`config.mk`:
```
export PLATFORM = sky130hd
export DESIGN_NAME = x86_16_alu_branch_execute_unit
export DESIGN_NICKNAME = d
export VERILOG_FILES = /design/src/sv/xabe_pkg.sv /design/src/sv/xabe_front.sv /design/src/sv/xabe_back.sv /design/src/sv/x86_16_alu_branch_execute_unit.sv
export VERILOG_INCLUDE_DIRS = /design/src /design/src/sv
export SDC_FILE = /design/constraint.sdc
export NUM_CORES = 1
export LEC_CHECK = 0
export ABC_AREA = 1
export BUFFER_PORTS_ARGS = -buffer_cell sky130_fd_sc_hd__buf_4
export CORE_ASPECT_RATIO = 1.5
export CORE_MARGIN = 10
export CORE_UTILIZATION = 45
export CTS_CLUSTER_DIAMETER = 50
export DETAILED_ROUTE_END_ITERATION = 16
export PLACE_DENSITY_LB_ADDON = 0.1
export SLEW_MARGIN = 20
export SYNTH_ARGS = -nofsm -noshare
export SYNTH_HDL_FRONTEND = slang
export SYNTH_SLANG_ARGS = --single-unit
```
`constraint.sdc`:
```
create_clock -name clk -period 13.4 [get_ports clk]
set_clock_uncertainty 0.15 [all_clocks]
set_input_delay 0.67 -clock clk [delete_from_list [all_inputs] [get_ports clk]]
set_output_delay 0.67 -clock clk [all_outputs]
set_load 0.02 [all_outputs]
```
`src/sv/x86_16_alu_branch_execute_unit_assert.svh`:
```
// Assertion macros for the x86 16-bit execute unit.
// Used by xabe_back under sv; no dependencies.
`ifndef X86_16_ALU_BRANCH_EXECUTE_UNIT_ASSERT_SVH
`define X86_16_ALU_BRANCH_EXECUTE_UNIT_ASSERT_SVH
`ifndef SYNTH
`define XAB_ASSERT(label, clk_i, rst_ni, prop) \
    label: assert property (@(posedge clk_i) disable iff (!rst_ni) prop) \
        else $error("assertion failed");
`define XAB_ASSERT_NR(label, clk_i, prop) \
    label: assert property (@(posedge clk_i) prop) else $error("assertion failed");
`else
`define XAB_ASSERT(label, clk_i, rst_ni, prop)
`define XAB_ASSERT_NR(label, clk_i, prop)
`endif
`endif

```
`src/sv/xabe_pkg.sv`:
```
// Package for the x86 16-bit execute unit: opcodes, kinds, flag bits, item types.
// No dependencies.
`timescale 1ns / 1ps
package xabe_pkg;
    localparam int ADDR_BITS = 20;

    typedef enum logic [4:0] {
        OP_MOV = 5'd0, OP_ADD = 5'd1, OP_SUB = 5'd2, OP_CMP = 5'd3,
        OP_JE = 5'd4, OP_JL = 5'd5, OP_JLE = 5'd6, OP_JB = 5'd7,
        OP_JBE = 5'd8, OP_JP = 5'd9, OP_JO = 5'd10, OP_JS = 5'd11,
        OP_JNE = 5'd12, OP_JNL = 5'd13, OP_JNLE = 5'd14, OP_JNB = 5'd15,
        OP_JNBE = 5'd16, OP_JNP = 5'd17, OP_JNO = 5'd18, OP_JNS = 5'd19,
        OP_LOOP = 5'd20, OP_LOOPE = 5'd21, OP_LOOPNE = 5'd22, OP_JCXZ = 5'd23
    } op_t;

    localparam logic [1:0] DK_REG = 2'd0;
    localparam logic [1:0] DK_MEM = 2'd1;
    localparam logic [1:0] SK_REG = 2'd0;
    localparam logic [1:0] SK_MEM = 2'd2;

    localparam int F_CF = 0;
    localparam int F_PF = 2;
    localparam int F_AF = 4;
    localparam int F_ZF = 6;
    localparam int F_SF = 7;
    localparam int F_OF = 11;
    localparam logic [2:0] REG_CX = 3'd1;

    typedef enum logic [1:0] {
        CL_NONE = 2'd0, CL_DATA = 2'd1, CL_BRANCH = 2'd2
    } class_t;

    typedef struct packed {
        class_t                 cls;
        logic [4:0]             op;
        logic                   wide;
        logic                   dest_mem;
        logic [2:0]             dest_reg;
        logic [1:0]             src_kind;
        logic [2:0]             src_reg;
        logic [15:0]            immediate;
        logic [ADDR_BITS-1:0]   mem_addr;
        logic [15:0]            mem_data;
        logic [2:0]             ip_advance;
        logic [7:0]             jump_disp;
    } uop_t;

    localparam int QDEPTH = 2;
endpackage

```
`src/sv/xabe_front.sv`:
```
// Front end: accepts items, classifies them and queues them for the back end.
// Depends on xabe_pkg.
`timescale 1ns / 1ps
module xabe_front
    import xabe_pkg::*;
(
    input  logic        clk,
    input  logic        rst_n,
    input  logic        push,
    output logic        full,
    input  logic [4:0]  op,
    input  logic        wide,
    input  logic [1:0]  dest_kind,
    input  logic [2:0]  dest_reg,
    input  logic [1:0]  src_kind,
    input  logic [2:0]  src_reg,
    input  logic [15:0] immediate,
    input  logic [19:0] mem_addr,
    input  logic [15:0] mem_data,
    input  logic [2:0]  ip_advance,
    input  logic signed [7:0] jump_disp,
    output logic        uop_valid,
    output uop_t        uop,
    input  logic        uop_take
);
    uop_t        q_reg [QDEPTH];
    logic [1:0]  cnt_reg, cnt_next;
    logic        rd_reg, rd_next, wr_reg, wr_next;
    logic        do_push, do_pop;
    uop_t        in_uop;

    always_comb
    begin
        if (op <= OP_CMP && dest_kind <= DK_MEM)
            in_uop.cls = CL_DATA;
        else if (op >= OP_JE && op <= OP_JCXZ)
            in_uop.cls = CL_BRANCH;
        else
            in_uop.cls = CL_NONE;
        in_uop.op         = op;
        in_uop.wide       = wide;
        in_uop.dest_mem   = (dest_kind == DK_MEM);
        in_uop.dest_reg   = dest_reg;
        in_uop.src_kind   = src_kind;
        in_uop.src_reg    = src_reg;
        in_uop.immediate  = immediate;
        in_uop.mem_addr   = mem_addr[ADDR_BITS-1:0];
        in_uop.mem_data   = mem_data;
        in_uop.ip_advance = ip_advance;
        in_uop.jump_disp  = jump_disp;
    end

    assign full      = (cnt_reg == 2'(QDEPTH));
    assign uop_valid = (cnt_reg != 2'd0);
    assign uop       = q_reg[rd_reg];
    assign do_push   = push && !full;
    assign do_pop    = uop_valid && uop_take;

    always_comb
    begin
        cnt_next = cnt_reg + {1'b0, do_push} - {1'b0, do_pop};
        rd_next  = rd_reg ^ do_pop;
        wr_next  = wr_reg ^ do_push;
    end

    always_ff @(posedge clk or negedge rst_n)
    begin
        if (!rst_n)
        begin
            cnt_reg <= '0;
            rd_reg  <= 1'b0;
            wr_reg  <= 1'b0;
        end
        else
        begin
            cnt_reg <= cnt_next;
            rd_reg  <= rd_next;
            wr_reg  <= wr_next;
        end
    end

    always_ff @(posedge clk)
    begin
        if (do_push)
            q_reg[wr_reg] <= in_uop;
    end
endmodule

```
`src/sv/xabe_back.sv`:
```
// Back end: register file, IP, flags, ALU, branch logic and result register.
// Depends on xabe_pkg and the assertion macro header.
`timescale 1ns / 1ps
`include "x86_16_alu_branch_execute_unit_assert.svh"
module xabe_back
    import xabe_pkg::*;
(
    input  logic        clk,
    input  logic        rst_n,
    input  logic        uop_valid,
    input  uop_t        uop,
    output logic        uop_take,
    output logic        empty,
    input  logic        pop,
    output logic        mem_write,
    output logic [19:0] mem_write_addr,
    output logic [15:0] mem_write_data,
    output logic [15:0] new_ip,
    output logic [11:0] flags_word,
    output logic        branch_taken,
    output logic [15:0] result_value
);
    logic [15:0] rf_reg [8];
    logic [15:0] ip_reg, ip_next;
    logic [11:0] fl_reg, fl_next;
    logic        ov_reg;
    logic        mw_reg;
    logic [19:0] wa_reg;
    logic [15:0] wd_reg, res_reg, nip_reg;
    logic [11:0] fw_reg;
    logic        bt_reg;

    logic [15:0] m, d, s, res, rd_d, rd_s, sum, cx_dec;
    logic [16:0] full17;
    logic        sbit, cf, ovf, taken, wr_rf, wr_cx, fire, is_data;
    logic [15:0] disp16;

    function automatic logic [15:0] rdreg(input logic [15:0] rf [8],
                                          input logic [2:0] c, input logic w);
        logic [15:0] v;
        v = rf[{1'b0, c[1:0]}];
        if (w)
            return rf[c];
        else if (c[2])
            return {8'h00, v[15:8]};
        else
            return {8'h00, v[7:0]};
    endfunction

    assign empty    = !ov_reg;
    assign uop_take = !ov_reg || pop;
    assign fire     = uop_valid && uop_take;
    assign is_data  = (uop.cls == CL_DATA);

    always_comb
    begin
        m      = uop.wide ? 16'hFFFF : 16'h00FF;
        rd_d   = rdreg(rf_reg, uop.dest_reg, uop.wide);
        rd_s   = rdreg(rf_reg, uop.src_reg, uop.wide);
        d      = uop.dest_mem ? (uop.mem_data & m) : rd_d;
        case (uop.src_kind)
            SK_REG:  s = rd_s;
            SK_MEM:  s = uop.mem_data & m;
            default: s = uop.immediate & m;
        endcase
        if (uop.op == OP_ADD)
            full17 = {1'b0, d} + {1'b0, s};
        else
            full17 = {1'b0, d} - {1'b0, s};
        sum  = full17[15:0] & m;
        sbit = uop.wide ? sum[15] : sum[7];
        cf   = uop.wide ? full17[16] : full17[8];
        if (uop.op == OP_ADD)
            ovf = uop.wide ? (~(d[15] ^ s[15]) & (d[15] ^ sum[15]))
                           : (~(d[7] ^ s[7]) & (d[7] ^ sum[7]));
        else
            ovf = uop.wide ? ((d[15] ^ s[15]) & (d[15] ^ sum[15]))
                           : ((d[7] ^ s[7]) & (d[7] ^ sum[7]));
        res     = 16'h0000;
        fl_next = fl_reg;
        wr_rf   = 1'b0;
        if (is_data)
        begin
            if (uop.op == OP_MOV)
                res = s;
            else
            begin
                res = sum;
                fl_next = fl_reg;
                fl_next[F_CF] = cf;
                fl_next[F_PF] = ~(^sum[7:0]);
                fl_next[F_AF] = d[4] ^ s[4] ^ sum[4];
                fl_next[F_ZF] = (sum == 16'h0000);
                fl_next[F_SF] = sbit;
                fl_next[F_OF] = ovf;
            end
            wr_rf = (uop.op != OP_CMP) && !uop.dest_mem;
        end
        cx_dec = rf_reg[REG_CX] - 16'd1;
        wr_cx  = 1'b0;
        taken  = 1'b0;
        if (uop.cls == CL_BRANCH)
        begin
            case (uop.op)
                OP_JE:     taken = fl_reg[F_ZF];
                OP_JL:     taken = fl_reg[F_SF] ^ fl_reg[F_OF];
                OP_JLE:    taken = fl_reg[F_ZF] | (fl_reg[F_SF] ^ fl_reg[F_OF]);
                OP_JB:     taken = fl_reg[F_CF];
                OP_JBE:    taken = fl_reg[F_CF] | fl_reg[F_ZF];
                OP_JP:     taken = fl_reg[F_PF];
                OP_JO:     taken = fl_reg[F_OF];
                OP_JS:     taken = fl_reg[F_SF];
                OP_JNE:    taken = !fl_reg[F_ZF];
                OP_JNL:    taken = !(fl_reg[F_SF] ^ fl_reg[F_OF]);
                OP_JNLE:   taken = !fl_reg[F_ZF] && !(fl_reg[F_SF] ^ fl_reg[F_OF]);
                OP_JNB:    taken = !fl_reg[F_CF];
                OP_JNBE:   taken = !fl_reg[F_CF] && !fl_reg[F_ZF];
                OP_JNP:    taken = !fl_reg[F_PF];
                OP_JNO:    taken = !fl_reg[F_OF];
                OP_JNS:    taken = !fl_reg[F_SF];
                OP_LOOP:
                begin
                    wr_cx = 1'b1;
                    taken = (cx_dec != 16'h0000);
                end
                OP_LOOPE:
                begin
                    wr_cx = 1'b1;
                    taken = (cx_dec != 16'h0000) && fl_reg[F_ZF];
                end
                OP_LOOPNE:
                begin
                    wr_cx = 1'b1;
                    taken = (cx_dec != 16'h0000) && !fl_reg[F_ZF];
                end
                default:   taken = (rf_reg[REG_CX] == 16'h0000);
            endcase
        end
        disp16  = {{8{uop.jump_disp[7]}}, uop.jump_disp};
        ip_next = ip_reg + {13'd0, uop.ip_advance} + (taken ? disp16 : 16'h0000);
    end

    always_ff @(posedge clk or negedge rst_n)
    begin
        if (!rst_n)
        begin
            for (int i = 0; i < 8; i++)
                rf_reg[i] <= '0;
            ip_reg <= '0;
            fl_reg <= '0;
            ov_reg <= 1'b0;
        end
        else
        begin
            if (fire)
            begin
                ip_reg <= ip_next;
                fl_reg <= fl_next;
                if (wr_cx)
                    rf_reg[REG_CX] <= cx_dec;
                if (wr_rf)
                begin
                    if (uop.wide)
                        rf_reg[uop.dest_reg] <= res;
                    else if (uop.dest_reg[2])
                        rf_reg[{1'b0, uop.dest_reg[1:0]}][15:8] <= res[7:0];
                    else
                        rf_reg[{1'b0, uop.dest_reg[1:0]}][7:0] <= res[7:0];
                end
            end
            if (fire)
                ov_reg <= 1'b1;
            else if (pop)
                ov_reg <= 1'b0;
        end
    end

    always_ff @(posedge clk)
    begin
        if (fire)
        begin
            mw_reg  <= is_data && uop.dest_mem && (uop.op != OP_CMP);
            wa_reg  <= (is_data && uop.dest_mem && (uop.op != OP_CMP))
                       ? 20'(uop.mem_addr) : 20'd0;
            wd_reg  <= (is_data && uop.dest_mem && (uop.op != OP_CMP)) ? res : 16'h0000;
            res_reg <= res;
            nip_reg <= ip_next;
            fw_reg  <= fl_next;
            bt_reg  <= taken;
        end
    end

    assign mem_write      = mw_reg;
    assign mem_write_addr = wa_reg;
    assign mem_write_data = wd_reg;
    assign new_ip         = nip_reg;
    assign flags_word     = fw_reg;
    assign branch_taken   = bt_reg;
    assign result_value   = res_reg;

    `XAB_ASSERT(a_take_when_free, clk, rst_n, (!ov_reg && uop_valid) |=> !empty)
    `XAB_ASSERT(a_hold_on_stall, clk, rst_n, (ov_reg && !pop) |=> (!empty && $stable(nip_reg)))
    `XAB_ASSERT(a_ip_tracks, clk, rst_n, fire |=> (ip_reg == new_ip))
    `XAB_ASSERT(a_flags_track, clk, rst_n, fire |=> (fl_reg == flags_word))
endmodule

```
`src/sv/x86_16_alu_branch_execute_unit.sv`:
```
// Top level of the x86 16-bit execute unit: front end, queue and back end.
// Depends on xabe_pkg, xabe_front and xabe_back.
// One instruction per cycle sustained while pop keeps the result register
// draining: each item passes from push through the two-entry front queue to
// the execute stage, whose register file, IP and flags update in the same
// cycle the result register loads, and empty goes low as that register loads.
`timescale 1ns / 1ps
module x86_16_alu_branch_execute_unit
    import xabe_pkg::*;
(
    input  logic        clk,
    input  logic        rst_n,
    input  logic        push,
    output logic        full,
    input  logic [4:0]  op,
    input  logic        wide,
    input  logic [1:0]  dest_kind,
    input  logic [2:0]  dest_reg,
    input  logic [1:0]  src_kind,
    input  logic [2:0]  src_reg,
    input  logic [15:0] immediate,
    input  logic [19:0] mem_addr,
    input  logic [15:0] mem_data,
    input  logic [2:0]  ip_advance,
    input  logic signed [7:0] jump_disp,
    output logic        empty,
    input  logic        pop,
    output logic        mem_write,
    output logic [19:0] mem_write_addr,
    output logic [15:0] mem_write_data,
    output logic [15:0] new_ip,
    output logic [11:0] flags_word,
    output logic        branch_taken,
    output logic [15:0] result_value
);
    logic uop_valid, uop_take;
    uop_t uop;

    xabe_front u_front (
        .clk(clk), .rst_n(rst_n), .push(push), .full(full),
        .op(op), .wide(wide), .dest_kind(dest_kind), .dest_reg(dest_reg),
        .src_kind(src_kind), .src_reg(src_reg), .immediate(immediate),
        .mem_addr(mem_addr), .mem_data(mem_data), .ip_advance(ip_advance),
        .jump_disp(jump_disp), .uop_valid(uop_valid), .uop(uop), .uop_take(uop_take)
    );

    xabe_back u_back (
        .clk(clk), .rst_n(rst_n), .uop_valid(uop_valid), .uop(uop),
        .uop_take(uop_take), .empty(empty), .pop(pop),
        .mem_write(mem_write), .mem_write_addr(mem_write_addr),
        .mem_write_data(mem_write_data), .new_ip(new_ip), .flags_word(flags_word),
        .branch_taken(branch_taken), .result_value(result_value)
    );
endmodule

```
* Word-level counts from Yosys, hierarchy flattened
Memory sizes are Yosys's and may differ from the RTL's.
Cells that the tools add are included.
** Storage, ports and cells
- Register bits after elaboration :: 243
- Bits in latches :: 0
- Bits in writable memories :: 160
- Memory bits (read-only) :: 0
- Input port bits :: 83
- Output and inout port bits :: 84
- Word-level logic and storage cells :: 178
- Memories kept :: 1
** Memory list
- u_front.q_reg :: words 2, bits a word 80, rd ports 1, clocked after memory_dff 0, write ports 1, RTL line xabe_front.sv:26 : uop_t q_reg [QDEPTH];
** Cells by class
- Add/sub/neg operators :: 7
- Multiply operators :: 0
- Divide/modulo/power cells :: 0
- $lt $le $gt $ge :: 10
- Equal/unequal tests :: 26
- Shift operators :: 0
- Mux-type cells :: 55
- Bitwise operators :: 25
- Reductions and logical operators :: 33
** Operators by type and width (number)
- bitwise mux 128 bit :: 3
- two-way mux 16 bit :: 19
- two-way mux 128 bit :: 2
- binary-select mux 16 bit (select 3 bit) :: 4
- demux 16 bit (select 3 bit) :: 3
- two-way mux 112 bit :: 1
- AND 16 bit :: 3
- equality test 5 x 4 -> 1 bit, second input constant :: 8
- equality test 5 bit, second input constant :: 7
- logical NOT 16 bit :: 2
- case mux 16 bit (2 select lines) :: 1
- two-way mux 12 bit :: 2
- two-way mux 8 bit :: 3
- equality test 5 x 3 -> 1 bit, second input constant :: 4
- case mux 1 bit (19 select lines) :: 1
- adder 16 x 16 -> 17 bit :: 1
- two-way mux 17 bit :: 1
- subtractor 16 x 16 -> 17 bit :: 1
- adder 16 bit :: 1
- adder 16 x 3 -> 16 bit :: 1
- greater-or-equal comparator 4 bit, second input constant :: 4
- nonzero test 16 bit :: 1
- subtractor 16 x 1 -> 16 bit, second input constant :: 1
- logical AND 1 bit :: 13
- 27 further kinds :: 69

* Longest topological paths before layout
Gate-level depths: netlist of run 1.
An unclocked memory read counts as a cell.
- Depth in word-level cells :: 17
- Gate-level depth with buffers :: 40
- Mapped depth without buffers :: 37

* Modules after synthesis
A second synthesis of run 1 with hierarchy kept.
** Unflattened totals
- Cell total of the unflattened synthesis :: 2569
- Area total of the unflattened synthesis :: 21451.8 um^2
** By module, submodules not included
- xabe_back :: instances 1, cells each 2113, area an instance 15323.4 um^2, sequential area each 6060.8 um^2
- xabe_front :: instances 1, cells each 456, area an instance 6128.4 um^2, sequential area each 4904.7 um^2

* Least setup slack after synthesis of run 1
No wires, ideal clock.
- Path type :: input port to flip-flop
- Start :: input pop
- End :: register u_front.cnt_reg[1]
- Library setup time :: 0.079 ns
- Arrival :: 4.433 ns
- Data required time :: 13.171 ns
- Path slack :: 8.738 ns
- Stages :: 8
- Cell sequence :: nor2_1 > a21oi_1 > clkbuf_1 > ha_1 > inv_1 > ha_1 > xnor2_1 > xor2_1
** Between the ends
- Word-level cells in the longest chain between the ends :: 3
** Ends and longest elaborated chain
- from (decl) :: RTL line x86_16_alu_branch_execute_unit.sv:27 : input logic pop,
- logical OR 1 bit :: RTL line xabe_back.sv:51 : assign uop_take = !ov_reg || pop;
- logical AND 1 bit
- via u_back.fire :: RTL line xabe_back.sv:35 : logic sbit, cf, ovf, taken, wr_rf, wr_cx, fire, is_data;
- subtractor 2 x 1 -> 2 bit :: RTL line xabe_front.sv:61 : cnt_next = cnt_reg + {1'b0, do_push} - {1'b0, do_pop};
- via u_front.cnt_next[1] :: RTL line xabe_front.sv:27 : logic [1:0] cnt_reg, cnt_next;
- to (signal assigned) :: RTL line xabe_front.sv:76 : cnt_reg <= cnt_next;
- to (decl) :: RTL line xabe_front.sv:27
The timed path passes the listed nets, and every way through them passes these cells.
A chain may end at the register's enable or synchronous reset.

* Worst setup path in the final report of run 1
- Start :: register u_front.rd_reg
- End :: register u_back.rf_reg[111] (netlist bit)
** Between the ends
- Word-level cells in the longest chain between the ends :: 17
- Elaborated cells between the ends (all ways) :: 67
- Classes of those cells :: add/sub: 2; order compare: 4; eq/ne: 8; mux: 38; bitwise: 7; reduce/logical: 7; memory: 1
** Ends and longest elaborated chain
- from (decl) :: RTL line xabe_front.sv:28 : logic rd_reg, rd_next, wr_reg, wr_next;
- from (signal assigned) :: RTL line xabe_front.sv:77 : rd_reg <= rd_next;
- memory read (2 x 80 bit) *
- NOT 2 -> 4 bit, on equally long branches :: RTL line xabe_back.sv:41, xabe_back.sv:166, xabe_back.sv:168
- binary-select mux 16 bit (select 3 bit) :: RTL line xabe_back.sv:41 : v = rf[{1'b0, c[1:0]}];
- two-way mux 16 bit (implied by the code) (2 in a row) :: RTL line xabe_back.sv:41
- two-way mux 8 bit :: RTL line xabe_back.sv:44 : else if (c[2])
- two-way mux 16 bit :: RTL line xabe_back.sv:42 : if (w)
- case mux 16 bit (2 select lines) or two-way mux 16 bit (tied branches) :: RTL line xabe_back.sv:61, xabe_back.sv:60
- subtractor 16 x 16 -> 17 bit or adder 16 x 16 -> 17 bit (tied branches) :: RTL line xabe_back.sv:69, xabe_back.sv:67
- two-way mux 17 bit :: RTL line xabe_back.sv:66 : if (uop.op == OP_ADD)
- AND 16 bit :: RTL line xabe_back.sv:70 : sum = full17[15:0] & m;
- two-way mux 16 bit :: RTL line xabe_back.sv:84 : if (uop.op == OP_MOV)
- two-way mux 16 bit :: RTL line xabe_back.sv:82 : if (is_data)
- bitwise mux 128 bit :: RTL line xabe_back.sv:166 : rf_reg[{1'b0, uop.dest_reg[1:0]}][15:8] <= res[7:0];
- two-way mux 128 bit :: RTL line xabe_back.sv:165 : else if (uop.dest_reg[2])
- two-way mux 128 bit :: RTL line xabe_back.sv:163 : if (uop.wide)
- two-way mux 112 bit * :: RTL line xabe_back.sv:161 : if (wr_rf)
- to (signal, indexed assignment) :: RTL line xabe_back.sv:164 : rf_reg[uop.dest_reg] <= res;
- to (signal, indexed assignment) :: RTL line xabe_back.sv:166
- to (signal, indexed assignment) :: RTL line xabe_back.sv:168 : rf_reg[{1'b0, uop.dest_reg[1:0]}][7:0] <= res[7:0];
- to (decl) :: RTL line xabe_back.sv:23 : logic [15:0] rf_reg [8];
Every way passes the cells marked *; elsewhere a longest branch is shown, timed or not. The select of a mux whose other input is x is not followed.

==> results.sh, run 1 <==
export IMPL_status="complete, no violations"
export IMPL_relSlewSlack_pct=23.65
export IMPL_cts_buffers=45
export IMPL_area_growth_pct=14.58
export IMPL_grt_first_pass_wirelength_mm=113.4
export IMPL_synth_seq_area_share_pct=51.47
export IMPL_async_flop_share_pct=39.64
export IMPL_max_cap_violations=0
export IMPL_syn_area_um2=21300
export IMPL_critPathMaxFanout=71
export IMPL_timing_setup_tns_ns=0
export IMPL_path_class="register to register"
export IMPL_cts_sinks=391
export IMPL_io_buffers=160
export IMPL_ant_nets=0
export IMPL_fin_crit_sh_pct=54.50
export IMPL_cts_tree="built"
export IMPL_slowest_stage="nand2_4"
export IMPL_synth_top_area_share_pct=33.27
export IMPL_num_io_pins=167
export IMPL_timing_critical_path_slowest_cell_delay_ns=0.77
export IMPL_r2r_start="u_front.rd_reg"
export IMPL_num_antenna_cells=0
export IMPL_final_layout_size_suffix_gt1_share_pct=12.99
export IMPL_start_util_pct=45.59
export IMPL_firstDrtPassIters=7
export IMPL_drc=0
export IMPL_arrival_ns=7.65
export IMPL_cp_start_kind="register"
export IMPL_crit_start="u_front.rd_reg"
export IMPL_grt_max_degree=130
export IMPL_endpoint_kind="register"
export IMPL_die_h_um=286.5
export IMPL_antenna_found_initial=0
export IMPL_detail_route_wl_per_cell_um=23.51
export IMPL_drv_slew=0
export IMPL_finalSetupViolations=0
export IMPL_hp_class="primary input to async pin"
export IMPL_required_ns=13.74
export IMPL_period_needed_ns=7.303
export IMPL_synth_edf_count=236
export IMPL_rows=97
export IMPL_syn_inst=2475
export IMPL_ys_flop_type="edfxtp_1"
export IMPL_die_x_um=197.7
export IMPL_yosys_top_cells_area="edfxtp_1, dfrtp_1, nand2_1"
export IMPL_cts_setup_buffers=0
export IMPL_clk_latency_ns=0.59
export IMPL_cts_resized=0
export IMPL_fill_cells=4336
export IMPL_fmax_mhz=136.9
export IMPL_fin_nets=2746
export IMPL_syn_avg_cell_area_um2=8.607
export IMPL_drt_iter0_drc=1402
export IMPL_routed_wl_mm=76.04
export IMPL_htreeDepth=2
export IMPL_viasPerCell=5.633
export IMPL_core_area_um2=46730
export IMPL_synth_distinct_cells=60
export IMPL_cts_reportedPaths_clkPinSlew_ns=0.06
export IMPL_hold_violations=0
export IMPL_grt_pass1_vias=18580
export IMPL_vias=18220
export IMPL_hpwl_mm=54.15
export IMPL_holdBufCountCts=0
export IMPL_yosysTopAreaCell="edfxtp_1"
export IMPL_largest_reg_flops=160
export IMPL_rsz0062_at_grt="no"
export IMPL_die_area_um2=56620
export IMPL_gr_usage_all_layers_pct=26.59
export IMPL_ys_warn_count=0
export IMPL_tightestPinTransition_ns=1.145
export IMPL_cts_buffer_depth=3
export IMPL_root_buffer="clkbuf_16"
export IMPL_ys_ff_latch=391
export IMPL_gp_congestion=0.9961
export IMPL_grt_overflow_total=0
final timing paths:
| check | endpoint | slack [ns] | cells past startpoint |
|---|---|---|---|
| worst max-delay path | u_back.rf_reg[111] | 6.10 | 31 |
| worst min-delay path | u_back.rf_reg[3] | 0.03 | 1 |
| worst max register to register | u_back.rf_reg[111] | 6.10 | 31 |
| worst min register to register | u_back.ip_reg[8] | 0.33 | 2 |
| max in group asynchronous | u_front.rd_reg | 11.41 | 2 |
| min in group clk | u_front.q_reg[0][23] | 0.12 | 1 |
synth_stat cells (5+ instances only):
cell type  instances
o22ai_1           58
buf_2             40
edfxtp_1         236
fa_1               5
xor2_1            39
buf_4             18
nand4_1           17
nand2_1          705
nor3_1            13
xnor2_1            8
or2_2              5
nor2_1           162
nor2_2            13
buf_1              8
mux2i_1            7
inv_2             25
ha_1              54
nor2_4             6
a21boi_0           7
a221oi_1           5
inv_1            235
nand2_2           10
a21oi_1           93
o21ai_0          173
a31oi_1           26
buf_6              9
nand3_1          198
clkbuf_1          31
o21ai_1           28
dfrtp_1          155
o211ai_1          19
kinds of logic (layout without fill, tap and decap cells):
logic type | count (synthesis) | after routing | synth area share (%)
adder cells (fa/ha/maj) | 59 | 59 | 3.642
multiplexers | 7 | 7 | 0.3289
AO/OA/AOI/OAI | 453 | 453 | 12.67
flip-flops | 391 | 391 | 51.47
XOR/XNOR | 47 | 47 | 1.932
AND/OR/NAND/NOR | 1148 | 1148 | 22.56
other | 1 | 6 | 0.01760
buffers and inverters | 369 | 529 | 7.371
metrics by stage:
stage | util (%) | setup WS, ns | instances | area, um2 | hold slack (ns)
after CTS | 52.24 | 6.299 | 3234 | 24410 | 0.05662
after floorplan | - | 8.738 | 2480 | 21320 | 0.2244
after detailed placement | 49.05 | 6.337 | 3151 | 22920 | 0.3249
final | 52.24 | 6.097 | 3234 | 24410 | 0.02981
after global routing | 52.24 | 5.475 | 3234 | 24410 | 0.08381
after global placement | 49.05 | 6.425 | 3151 | 22920 | 0.3138
critical path, delay by kind of cell, from the launching register on:
kind / cells / cell delay, ns
compound gates: 9 / 1.83
xor+xnor: 2 / 0.44
fa+ha+maj: 2 / 0.53
buf+inv: 6 / 1.03
flops: 1 / 0.68
simple gates: 12 / 2.47
cell type report:
class | count | area (um2) | area share [%]
sequential | 391 | 10970 | 44.94
timing repair buffer | 183 | 1390 | 5.695
clock buffer | 57 | 1212 | 4.967
inverter | 263 | 987.2 | 4.044
clock inverter | 26 | 279.0 | 1.143
multi-input combinational | 1720 | 8827 | 36.16
tap | 594 | 743.2 | 3.045
routing by layer:
layer	GRT usage, %	up-vias	wire [um]
li1	-	8574	-
met1	28.67	8640	27360
met2	45.86	754	38000
met3	4.921	249	4724
met4	19.35	0	5957
met5	0	-	0
cell usage in the layout, fill, tap and decap left out, types with 8 or more instances in the layout:
cell and n:
nand4_1 17, o22ai_1 58, clkbuf_16 46, xor2_1 39, nor2_2 14, clkbuf_1 9, o21ai_1 28, o211ai_1 19
a21oi_1 92, a31oi_1 26, inv_2 25, nand2_1 704, xnor2_1 8, inv_1 235, nor3_1 13, o21ai_0 173
ha_1 52, edfxtp_1 236, buf_4 181, dfrtp_1 154, nor2_1 161, nand2_2 11, nand3_1 198
Power of run 1 is left out: the tool's default activity adds up to more than one toggle a clock period on the data nets, which glitch-free logic cannot reach.
==> run 2: changes to the inputs <==
--- a/config.mk
+++ b/config.mk
@@ -6,7 +6,7 @@
 export SDC_FILE = /design/constraint.sdc
 export NUM_CORES = 1
 export LEC_CHECK = 0
-export ABC_AREA = 1
+export ABC_AREA = 0
 export BUFFER_PORTS_ARGS = -buffer_cell sky130_fd_sc_hd__buf_4
 export CORE_ASPECT_RATIO = 1.5
 export CORE_MARGIN = 10
==> constraint.sdc (replaced) <==
create_clock -name clk -period 7.05 [get_ports clk]
set_clock_uncertainty 0.15 [all_clocks]
set_input_delay 0.3525 -clock clk [delete_from_list [all_inputs] [get_ports clk]]
set_output_delay 0.3525 -clock clk [all_outputs]
set_load 0.02 [all_outputs]
==> run 2 against run 1 <==
Synthesized cell count is 25% lower. Critical path depth is 12 lower. Final area is 2.9% higher. Cell count is 16% lower.
==> results.sh, run 2 <==
export IMPL_synth_distinct_cells=92
export IMPL_ant_nets=0
export IMPL_ys_warn_count=0
export IMPL_viasPerCell=5.993
export IMPL_gp_congestion=1.005
export IMPL_timing_setup_tns_ns=0
export IMPL_synth_simple_area_share_pct=11.93
export IMPL_hold_path_startpoint="dest_kind[0]"
export IMPL_syn_avg_cell_area_um2=11.21
export IMPL_vias=16300
export IMPL_area_growth_pct=20.17
export IMPL_gr_usage_all_layers_pct=24.47
export IMPL_drc=0
export IMPL_cts_setup_buffers=0
export IMPL_power_per_cell_area_nw_per_um2=541.0
export IMPL_syn_inst=1865
export IMPL_arrival_ns=6.68
export IMPL_rrSetupSlack_ns=0.71
export IMPL_place_inst=2559
export IMPL_drt_iter0_drc=1402
export IMPL_async_flop_share_pct=39.64
export IMPL_start_util_pct=45.56
export IMPL_root_buffer="clkbuf_16"
export IMPL_synth_top_area_share_pct=33.90
export IMPL_detail_route_wl_per_cell_um=25.62
export IMPL_hpwl_mm=49.57
export IMPL_critPathMaxFanout=35
export IMPL_hold_violations=0
export IMPL_cts_buffers=44
export IMPL_r2r_start="u_front.rd_reg"
export IMPL_synthMuxAreaShare_pct=12.45
export IMPL_num_antenna_cells=0
export IMPL_fmax_mhz=157.7
export IMPL_ys_ff_latch=391
export IMPL_synth_edf_count=236
export IMPL_peakVddDrop_uv=468.6
export IMPL_most_common_layout_cells="nand2_1, edfxtp_1, buf_4"
export IMPL_synth_compound_area_share_pct=13.00
export IMPL_hp_class="primary input to register"
export IMPL_relSlewSlack_pct=26.97
export IMPL_finalPower_w=0.01359
export IMPL_rows=96
export IMPL_max_cap_violations=0
export IMPL_cts_reportedPaths_clkPinSlew_ns=0.06
export IMPL_rsz0062_at_grt="no"
export IMPL_whs_path_depth=2
export IMPL_instances_no_fill=2720
export IMPL_endpoint_kind="register"
export IMPL_synth_seq_area_share_pct=52.46
export IMPL_p_leak_nw=10.25
export IMPL_grt_first_pass_wirelength_mm=105.2
export IMPL_core_area_um2=45880
export IMPL_die_x_um=196.0
export IMPL_tightestPinTransition_ns=1.087
export IMPL_synth_xor_area_share_pct=2.682
export IMPL_period_needed_ns=6.341
export IMPL_firstDrtPassIters=6
export IMPL_r2r_end="u_back.rf_reg[126]"
export IMPL_yosys_top_cells_area="edfxtp_1, dfrtp_1, nand2_1"
export IMPL_hold_end="u_front.q_reg[0][71]"
export IMPL_hold_slack_ns=0.05081
export IMPL_die_area_um2=55650
export IMPL_ys_flop_type="edfxtp_1"
export IMPL_fin_crit_sh_pct=89.95
export IMPL_drv_slew=0
export IMPL_synth_common_cells="nand2_1, edfxtp_1, dfrtp_1"
export IMPL_synthAdderAreaFrac_pct=3.711
export IMPL_grt_overflow_total=0
export IMPL_setup_slack_ns=0.7087
export IMPL_synth_top_family_by_area="compound AO/OA/AOI/OAI gates"
export IMPL_cts_buffer_depth=3
export IMPL_io_buffers=160
export IMPL_final_layout_size_suffix_gt1_share_pct=19.79
export IMPL_worst_r2r_cell_count=19
export IMPL_cts_tree="built"
export IMPL_fin_nets=2239
export IMPL_htreeDepth=2
export IMPL_status="complete, no violations"
export IMPL_syn_area_um2=20900
export IMPL_grt_pass1_vias=16840
export IMPL_cts_sinks=391
export IMPL_final_common_cell="nand2_1"
export IMPL_routed_wl_mm=69.69
export IMPL_cp_start_kind="register"
export IMPL_synth_most_common_cell="nand2_1"
export IMPL_yosysTopAreaCell="edfxtp_1"
export IMPL_die_h_um=284.0
export IMPL_finalSetupViolations=0
export IMPL_required_ns=7.39
export IMPL_path_class="register to register"
export IMPL_post_place_ws_ns=0.8180
export IMPL_grt_max_degree=85
export IMPL_antenna_found_initial=0
export IMPL_largest_reg_flops=160
export IMPL_clk_latency_ns=0.59
export IMPL_num_io_pins=167
==> run 2: cell count changes after synthesis, moves of 36 or more <==
cell     delta
mux2_2     +51
mux4_2     +41
nand2_1   -449
inv_1     -176
o22ai_1    -36
mux2i_1    +85
nand3_1   -166
xnor2_1    +38
==> run 2: worst max path at each step <==
stage	end	slack (ns)	start	depth (start not counted)
final	u_back.rf_reg[126]	0.71	u_front.rd_reg	19
after global routing	u_back.ip_reg[15]	0.25	u_front.rd_reg	24
after CTS	u_back.new_ip[15]	0.80	u_front.rd_reg	22
after detailed placement	u_back.ip_reg[15]	0.82	u_front.rd_reg	23
after global placement	u_back.ip_reg[15]	0.84	u_front.rd_reg	23
after floorplan	u_back.new_ip[15]	1.90	u_front.rd_reg	24
==> run 2: critical path, cell delays in order (launching register included) <==
cell and delay (ns):
dfrtp_4 0.75, mux2i_2 0.33, buf_12 0.24, mux4_1 0.59, a22oi_2 0.32, o2111ai_2 0.23, nand2b_4 0.21, or4_4 0.53
o31ai_2 0.21, xnor2_1 0.09, ha_1 0.27, nor4_1 0.49, nand2b_1 0.12, o41ai_1 0.11, a211oi_1 0.14, a211oi_1 0.37
xnor2_1 0.20, a22o_1 0.16, nand2_1 0.35, o221ai_1 0.36
==> run 2: layout make-up <==
type / count / area, um2
clock inverter: 20 / 342.8
sequential: 391 / 10970
inverter: 61 / 231.5
multi-input combinational: 1306 / 9228
timing repair buffer: 293 / 2416
clock buffer: 61 / 1196
fill: 3971 / 20760
tap: 588 / 735.7
==> run 2: cell families after synthesis <==
kind of cell             after synthesis
flip-flops                           391
buffers and inverters                173
multiplexers                         194
AO/OA/AOI/OAI                        422
XOR/XNOR                              64
adder cells (fa/ha/maj)               59
other                                  1
AND/OR/NAND/NOR                      561
==> run 2: repair_timing <==
item,in CTS,in global routing
hold buffers,80,0
hold endpoints to repair,244,0
endpoints found under the setup margin,0,0
gates resized for setup,0,0
==> run 2: where the power goes <==
part | internal [W] | switching [W] | total, W
clock | 0.00143 | 0.000986 | 0.00242
combinational | 0.00270 | 0.00466 | 0.00736
sequential | 0.00329 | 0.000525 | 0.00381
total | 0.00742 | 0.00617 | 0.0136
==> run 2: metrics by stage <==
stage / instance area (um2) / utilization [%]
detailed placement: 22780 / 49.65
finish: 25120 / 54.74
global route: 25120 / 54.74
floorplan: 20920 / -
CTS: 25120 / 54.74
global placement: 22770 / 49.63
==> run 2: routing by layer <==
layer	up-vias	GRT usage [%]	wire, um
li1	7341	-	-
met3	220	3.830	3751
met2	662	42.73	35570
met1	8079	27.22	25680
met4	0	15.19	4694
met5	-	0	0
Power figures use the tool's default switching activity.
